## config.mk

```make
export PLATFORM = sky130hd
export DESIGN_NAME = aabb_bp_ovl
export DESIGN_NICKNAME = d
export VERILOG_FILES = /design/src/sv/aabb_broadphase_pair_finder_unit_macros.svh /design/src/sv/aabb_bp_pkg.sv /design/src/sv/aabb_bp_ovl.sv
export SDC_FILE = /design/constraint.sdc
export NUM_CORES = 1
export LEC_CHECK = 0
export ABC_AREA = 1
export BUFFER_PORTS_ARGS = -buffer_cell sky130_fd_sc_hd__buf_2
export CAP_MARGIN = 5
export CORE_AREA = 2 2 100 102
export DETAILED_ROUTE_END_ITERATION = 16
export DIE_AREA = 0 0 102 104
export GPL_TIMING_DRIVEN = 0
export PLACE_DENSITY = 0.71
export SKIP_LAST_GASP = 1
export SLEW_MARGIN = 20
export SYNTH_ARGS = -nofsm -noshare
export SYNTH_HDL_FRONTEND = slang
export SYNTH_SLANG_ARGS = --single-unit
```

## constraint.sdc

```tcl
create_clock -name vclk -period 2.25
set_input_delay 0.3375 -clock vclk [all_inputs]
set_output_delay 0.3375 -clock vclk [all_outputs]
set_load 0.01 [all_outputs]
```

## src/sv/aabb_broadphase_pair_finder_unit_macros.svh

```systemverilog
// Assertion macros for the AABB broadphase pair finder.
// Included by the top level; no other dependencies.
`ifndef AABB_BROADPHASE_PAIR_FINDER_UNIT_MACROS_SVH
`define AABB_BROADPHASE_PAIR_FINDER_UNIT_MACROS_SVH

`ifndef ASSERT_OFF
`define AABB_BP_ASSERT(lbl, clk, rst_n, prop) \
  lbl: assert property (@(posedge clk) disable iff (!rst_n) prop) \
    else $error("%m: check failed");
`define AABB_BP_ASSERT_IMPL(lbl, clk, rst_n, ante, cons) \
  lbl: assert property (@(posedge clk) disable iff (!rst_n) (ante) |-> (cons)) \
    else $error("%m: implication failed");
`else
`define AABB_BP_ASSERT(lbl, clk, rst_n, prop)
`define AABB_BP_ASSERT_IMPL(lbl, clk, rst_n, ante, cons)
`endif

`endif

```

## src/sv/aabb_bp_pkg.sv

```systemverilog
// Shared types and constants of the AABB broadphase pair finder.
// No dependencies.
package aabb_bp_pkg;

  localparam int MaxBodySlotsDef = 64;
  localparam int MaxPairsDef     = 1024;
  localparam int CoordBitsDef    = 32;

  localparam int IdxW    = 6;
  localparam int CountW  = 7;
  localparam int FieldW  = 32;
  localparam int ApbAddrW = 3;
  localparam int ApbDataW = 32;

  // register index, taken from paddr[2]
  localparam logic RegBodiesInUse = 1'b0;

  typedef enum logic [1:0] {
    ActLoad  = 2'd0,
    ActBlock = 2'd1,
    ActStart = 2'd2,
    ActSweep = 2'd3
  } action_e;

  typedef struct packed {
    action_e                   action;
    logic [IdxW-1:0]           body_slot;
    logic [IdxW-1:0]           other_index;
    logic signed [FieldW-1:0]  min_x;
    logic signed [FieldW-1:0]  min_y;
    logic signed [FieldW-1:0]  max_x;
    logic signed [FieldW-1:0]  max_y;
    logic                      body_active;
    logic                      stat_flag;
  } in_item_t;

  typedef struct packed {
    logic [IdxW-1:0] first_body;
    logic [IdxW-1:0] second_body;
    logic            pair_valid;
    logic            last;
    logic            cap_hit;
  } out_item_t;

endpackage

```

## src/sv/aabb_bp_ovl.sv

```systemverilog
// Inclusive overlap test of two packed boxes, signed compare.
// Depends on aabb_bp_pkg for its parameter default.
module aabb_bp_ovl #(
  parameter int CoordBits = aabb_bp_pkg::CoordBitsDef
) (
  input  logic [4*CoordBits-1:0] a_i,
  input  logic [4*CoordBits-1:0] b_i,
  output logic                   touch_o
);

  logic signed [CoordBits-1:0] a_minx, a_miny, a_maxx, a_maxy;
  logic signed [CoordBits-1:0] b_minx, b_miny, b_maxx, b_maxy;

  assign a_minx = a_i[0*CoordBits +: CoordBits];
  assign a_miny = a_i[1*CoordBits +: CoordBits];
  assign a_maxx = a_i[2*CoordBits +: CoordBits];
  assign a_maxy = a_i[3*CoordBits +: CoordBits];
  assign b_minx = b_i[0*CoordBits +: CoordBits];
  assign b_miny = b_i[1*CoordBits +: CoordBits];
  assign b_maxx = b_i[2*CoordBits +: CoordBits];
  assign b_maxy = b_i[3*CoordBits +: CoordBits];

  // touching edges count as overlap
  assign touch_o = !(a_maxx < b_minx) && !(b_maxx < a_minx) &&
                   !(a_maxy < b_miny) && !(b_maxy < a_miny);

endmodule

```

# ---- Word-level counts from Yosys, hierarchy flattened
# Index checks and enable logic that the tools add are counted.
dict set report totals {
  ff_bits 0
  out_inout_bits 1
  word_cells 11
}
dict set report classes {
  n_lt_le_gt_ge 4
  reduce_logical 7
}
# op count
set op_table {}
lappend op_table {{$lt A32 B32 Y1} 4}
lappend op_table {{$logic_not A1 Y1} 4}
lappend op_table {{$logic_and A1 B1 Y1} 3}

# ---- Logic depth before layout (Yosys ltp)
# Gate-level depths: netlist of run 1.
dict set report logic_depth {
  ltp_word 5
  mapped_depth 16
}

# ---- Worst setup path after synthesis of run 1
# Ideal clock, no wire load.
dict set report synth_timing {
  kind {input-to-output}
  from {input port b_i[31]}
  to {output port touch_o}
  arrival_time_ns 1.513
  path_slack_ns 0.399
  cell_stages 12
  path_buffers 0
  cell_sequence {inv_1 > ha_1 > nand2_1 > nor2_2 > nand4_2 > nor4_2 > nand2_1 > nand2_1 > nand2_1 > nand2_1 > nand3_2 > nor2_2}
}
dict set report synth_via {
  elab_chain_cells 5
}
# item line
set synth_rtl {}
lappend synth_rtl {{from (decl)} aabb_bp_ovl.sv:7} ;# input logic [4*CoordBits-1:0] b_i,
lappend synth_rtl {{$lt A32 B32 Y1} aabb_bp_ovl.sv:24} ;# assign touch_o = !(a_maxx < b_minx) && !(b_maxx < a_minx) &&
lappend synth_rtl {{$logic_not A1 Y1} aabb_bp_ovl.sv:24}
lappend synth_rtl {{$logic_and A1 B1 Y1 (2 in a row)} aabb_bp_ovl.sv:24}
lappend synth_rtl {{$logic_and A1 B1 Y1} aabb_bp_ovl.sv:25} ;# !(a_maxy < b_miny) && !(b_maxy < a_miny);
lappend synth_rtl {{to (decl)} aabb_bp_ovl.sv:8} ;# output logic touch_o
# No other way between the ends.

# ---- Final worst setup path of run 1
dict set report layout_timing {
  from {input port b_i[25]}
  to {output port touch_o}
}
# Same word-level chain as after synthesis.

==> results.md, run 1 <==
- FF/Latch Area: 0 um2
- Min setup slack post-route: 0.09583 ns
- Rows: 36
- Global-route wire length before repair: 14.06 mm
- Data required time of the worst path: 1.91 ns
- Initial core utilization: 34.66%
- Number of global-route vias before repair: roughly 3700
- Seq_cells: 0
- DIE HEIGHT: 104 um
- Final wirelength: 8.959 mm
- Tcrit/Tclk final: 95.74%
- DRC Markers: 0
- Nets: 1177
- Ant diodes: 0
- Average size of a mapped cell: 6.163 um2
- Maximum capacitance violations: 0
- Placer Congestion: 0.8026
- Worst hold path class: input pin to primary output
- Hold EP: touch_o
- Syn Inst Count: roughly 540
- Max-slew violations: 0
- Post-Syn Nets: about 900
- Total core area: 9549 um2
- Crit Path Class: input pin to primary output
- Critical path's largest stage delay: 0.21 ns
- Leakage: 3.365 nW
- Crit-path most repeated cell: nand2_1
- Top Ports: 257
- Worst path slowest cell: ha_4
- Sequential area share after synthesis: 0%
- Worst-path maximum fanout: 2
- DR iter-0 viols: 48
- Hold Path Depth: 7
- Die footprint: 10610 um2
- ANT nets after route: 0
- Post-DP HPWL: 8.230 mm
- Peak supply drop: 0.07736 mV
- Rel. slew slack: 85.96%
- Crit-path leading delay family: simple AND/OR/NAND/NOR gates
- Initial antenna violation count: 0
- CP endpoint kind: primary output
- Placed Cells: 927
- Critical Path Source Type: input pin
- GR Util All Layers: 15.22%
- PortBufs: 257
- Worst path buffer plus inverter count: 4
- DR vias: between 4000 and 5000
- Hold Buf Count CTS: 0
- Largest net degree at the start of global routing: 5
- Min Tclk post-route: about 2.2 ns
- Pre-antenna DRT Iters: 4
- Finish-stage setup viols: 0
- Arr. time, crit path: between 1.5 and 2 ns
- Hold Path Origin: b_i[127]
- Fin Hold WS: 1.267 ns
- CLK BUF: 0
- Power per cell area: 162.8 nW/um2
- Minimum setup slack after placement: 0.05502 ns
- Endpoints failing hold: 0
- Status: finished clean
- Max Freq: 0.4642 GHz
- Avg WL per Cell: 9.654 um
- GR Overflow Total: 0
- Slew of the pin with the lowest slew margin: between 0.2 and 0.25 ns
- Layout area overhead: 56.14%
- Finished Layout Cells: between 900 and 1000
- Mapped cell area: 3309 um2
- CP Cell Sequence: buf_2 -> inv_1 -> ha_4 -> nand2_1 -> inv_1 -> o21ai_1 -> nand2_1 -> nand2_1 -> o211ai_1 -> a21oi_1 -> nand3b_1 -> nand2_2 -> nand3_2 -> nor2_2 -> buf_6
- Final Util: 54.11%
- Die X: 102 um
- Ys Warns: 0
- Yosys cell types: 19
- Design Power: 0.8411 mW
- RSZ-0062 raised after global routing: true
- Detail-routed via count per cell: 4.314
- Share of post-route cells with drive strength above 1: 39.75%
synth_stat cells:
master | number | area [um2]
nand3_1 | 11 | 55.05
o21a_1 | 6 | 45.04
o21ai_0 | 10 | 50.05
nor3_1 | 7 | 35.03
nand4_2 | 1 | 12.51
o21bai_1 | 1 | 7.510
nand2_1 | 115 | 431.7
nand3b_1 | 3 | 22.52
nor2_2 | 2 | 12.51
nor2_1 | 25 | 93.84
a21oi_1 | 60 | 300.3
o211ai_1 | 1 | 7.510
ha_1 | 124 | 1551
nand4_1 | 4 | 25.02
inv_2 | 4 | 15.01
o21ai_1 | 7 | 35.03
nand3_2 | 1 | 10.01
inv_1 | 153 | 574.3
nor4_2 | 2 | 25.02
layout by cell type (no fill, tap or decap), types with 2 or more instances in the layout:
cell,n
nor4_2,2
nor2_1,23
nand2_1,110
inv_2,9
inv_1,146
ha_4,18
buf_6,8
nand4_1,4
nand2_4,2
nand2_2,3
ha_1,105
buf_2,248
nor2_2,3
nand3_1,7
nor3_1,5
o21ai_0,10
o21a_1,6
a21oi_2,9
nand3_2,5
nor3_2,2
inv_4,2
a21oi_1,51
nand3b_1,3
o21ai_1,7
layer usage:
metal / vias up / global-route usage (%) / wire length (um)
li1: 2222 / - / -
met3: 8 / 1.344 / 598
met4: 0 / 2.000 / 91
met5: - / 0 / 0
met1: 1640 / 17.69 / 3692
met2: 133 / 29.98 / 4576
per-stage QoR:
| stage | area, um2 | setup TNS [ns] |
|---|---|---|
| 2_1_floorplan | 3309 | 0 |
| 3_3_place_gp | 4762 | 0 |
| 3_5_place_dp | 4762 | 0 |
| 4_1_cts | 4762 | 0 |
| 5_1_grt | 5167 | -0.1003 |
| 6_report | 5167 | 0 |
area by class of cell:
class / instances / area [um2]
timing repair buffer: 258 / 1354
multi-input combinational: 380 / 3053
fill: 1004 / 4382
tap: 133 / 166.4
inverter: 157 / 594.3
worst min-delay path, cell delays in order:
cell     delay (ns)
buf_2          0.11
ha_4           0.14
nand2_1        0.05
nand2_1        0.06
inv_2          0.03
nor2_2         0.08
buf_6          0.11
report_power, final:
group / leakage (nW) / internal [mW] / switching [mW]
Clock: 0 / 0 / 0
Combinational: 3.36 / 0.443 / 0.398
Sequential: 0 / 0 / 0
repair_timing:
item	in CTS	in global routing
resized for setup	0	64
setup buffers	0	1
endpoints found under the setup margin	0	1
worst max-delay path by stage:
stage                       start       to  slack [ns]  cells past startpoint
after floorplan           b_i[31]  touch_o        0.40                     12
after global placement    a_i[95]  touch_o        0.03                     13
after detailed placement   a_i[5]  touch_o        0.06                     15
after CTS                  a_i[5]  touch_o        0.04                     15
after global routing      a_i[63]  touch_o       -0.10                     14
final                     b_i[25]  touch_o         0.1                     15
cell families after synthesis:
| family | after synthesis | share of synthesized area, % |
|---|---|---|
| AND/OR/NAND/NOR | 171 | 21.85 |
| buffers and inverters | 157 | 17.81 |
| adder cells (fa/ha/maj) | 124 | 46.88 |
| AO/OA/AOI/OAI | 85 | 13.46 |
No activity file was read; power rests on OpenSTA's default activity.
==> run 2: changes to the inputs <==
PLACE_DENSITY = 0.72   (was 0.71)
==> results.md, run 2 (same netlist as run 1, synthesis figures left out) <==
- Die footprint: 10610 um2 (unchanged)
- Final wirelength: 9.854 mm (+10%)
- Nets: 1177 (unchanged)
- Maximum capacitance violations: 0 (unchanged)
- Hold Path Depth: 7 (unchanged)
- Share of post-route cells with drive strength above 1: 40.00% (+0.25 points)
- Rows: 36 (unchanged)
- Status: finished clean
- RSZ-0062 raised after global routing: true
- Avg WL per Cell: 10.62 um (+10%)
- Finish-stage setup viols: 0 (unchanged)
- Top Ports: 257 (unchanged)
- CP endpoint kind: primary output
- Worst-path maximum fanout: 4 (+2)
- Critical Path Source Type: input pin
- GR Util All Layers: 16.38% (+1.2 points)
- Top layer in use: met4
- Arr. time, crit path: 1.83 ns (about the same)
- Largest net degree at the start of global routing: 5 (unchanged)
- Finished Layout Cells: 928 (unchanged)
- Initial core utilization: 34.66% (unchanged)
- CLK BUF: 0 (unchanged)
- Fin Hold WS: 1.306 ns (+0.03988 ns)
- Minimum setup slack after placement: 0.02181 ns (-0.03321 ns)
- PortBufs: 257 (unchanged)
- Min Tclk post-route: 2.168 ns (+0.01391 ns)
- Hold Buf Count CTS: 0 (unchanged)
- Peak supply drop: 0.07196 mV (-7.0%)
- DR iter-0 viols: 69 (+44%)
- DRC Markers: 0 (unchanged)
- Most frequent cells in the layout: 257 x buf_2, 149 x inv_1, 105 x nand2_1, 105 x ha_1, 52 x a21oi_1
- Tcrit/Tclk final: 96.36% (+0.62 points)
- Worst path slowest cell: ha_4
- CP Cell Sequence: buf_2 -> inv_1 -> ha_4 -> nand2_2 -> nor2_4 -> nand4_4 -> nor4_4 -> nand2_2 -> nand2_1 -> nand2_1 -> nand2_2 -> nand3_2 -> nor2_2 -> buf_2
- Most common cell after layout, fill and taps aside: buf_2
- Placed Cells: 927 (unchanged)
- Max-slew violations: 0 (unchanged)
- GR Overflow Total: 0 (unchanged)
- Endpoints failing hold: 0 (unchanged)
- Met1 wire length: 3.601 mm (-2.5%)
- Die X: 102 um (unchanged)
- ANT nets after route: 0 (unchanged)
- Layout area overhead: 55.73%
- DR vias: 4081 (+1.9%)
- Detail-routed via count per cell: 4.398 (+1.9%)
- Leakage: 3.370 nW (+0.16%)
- DIE HEIGHT: 104 um (unchanged)
- Placer Congestion: 0.8530 (+6.3%)
- Met2 wire len: 5.308 mm (+16%)
- Max Freq: 0.4612 GHz (-0.64%)
- Number of global-route vias before repair: 3918 (+7.3%)
- Critical path's largest stage delay: 0.28 ns (+0.07 ns)
- Rel. slew slack: 82.33% (-3.6 points)
- Slew of the pin with the lowest slew margin: 0.2643 ns (+0.05599 ns)
- Ant diodes: 0 (unchanged)
- Seq_cells: 0 (unchanged)
- Crit-path most repeated cell: nand2_2
- Crit Path Class: input pin to primary output
- Total core area: 9549 um2 (unchanged)
- Routed wl met3: 766 um (+28%)
- Initial antenna violation count: 0 (unchanged)
- Design Power: 0.8572 mW (+1.9%)
- FF/Latch Area: 0 um2 (unchanged)
- Global-route wire length before repair: 15.11 mm (+7.5%)
- Min setup slack post-route: 0.08192 ns (-0.01391 ns)
- Post-DP HPWL: 8.630 mm (+4.9%)
- Final Util: 53.97% (-0.14 points)
- Power per cell area: 166.3 nW/um2 (+2.2%)
- Pre-antenna DRT Iters: 4 (unchanged)
- Worst hold path class: input pin to primary output
- Data required time of the worst path: 1.91 ns (about the same)
- Fillers: 1005 (+0.10%)
run 2: changes by cell type in the layout (fill, tap and decap cells not counted), moves of 3 or more:
cell     delta
nor2_1      -3
buf_2       +9
nand2_1     -5
nand2_2     +5
inv_1       +3
buf_6       -8
run 2: worst max-delay path: cells and delay by family:
| kind | cells | cell delay [ns] |
|---|---|---|
| buffers and inverters | 3 | 0.25 |
| and+or+nand+nor | 10 | 0.94 |
| adders and majority gates | 1 | 0.28 |
run 2: area by class of cell:
cell class	instances	area, um2	share of cell area [%]
Timing Repair Buffer	258	1294	25.10
Inverter	157	589.3	11.43
Multi-Input combinational cell	380	3104	60.23
Tap cell	133	166.4	3.229
run 2: through the flow:
step | cell area, um2 | setup TNS, ns
after global routing | 5154 | -0.02611
after CTS | 4762 | 0
after global placement | 4762 | 0
after floorplan | 3309 | 0
after detailed placement | 4762 | 0
final | 5154 | 0
run 2: path summary, 6_finish.rpt:
path,from,endpoint,slack [ns]
worst min-delay path,b_i[127],touch_o,1.31
worst max-delay path,b_i[31],touch_o,0.08
run 2: power breakdown:
part	switching [mW]	internal (mW)
combinational	0.418	0.439
clock	0	0
sequential	0	0
total	0.418	0.439
run 2: per-layer routing:
metal / global-route usage, % / up-vias
met2: 32.85 / 148
met5: 0 / -
met4: 2.381 / 0
met1: 17.85 / 1688
li1: - / 2227
met3: 2.419 / 18
run 2: what timing repair did:
item,in CTS,in global routing
endpoints found under the setup margin,0,1
resized for setup,0,59
buffers inserted,0,1
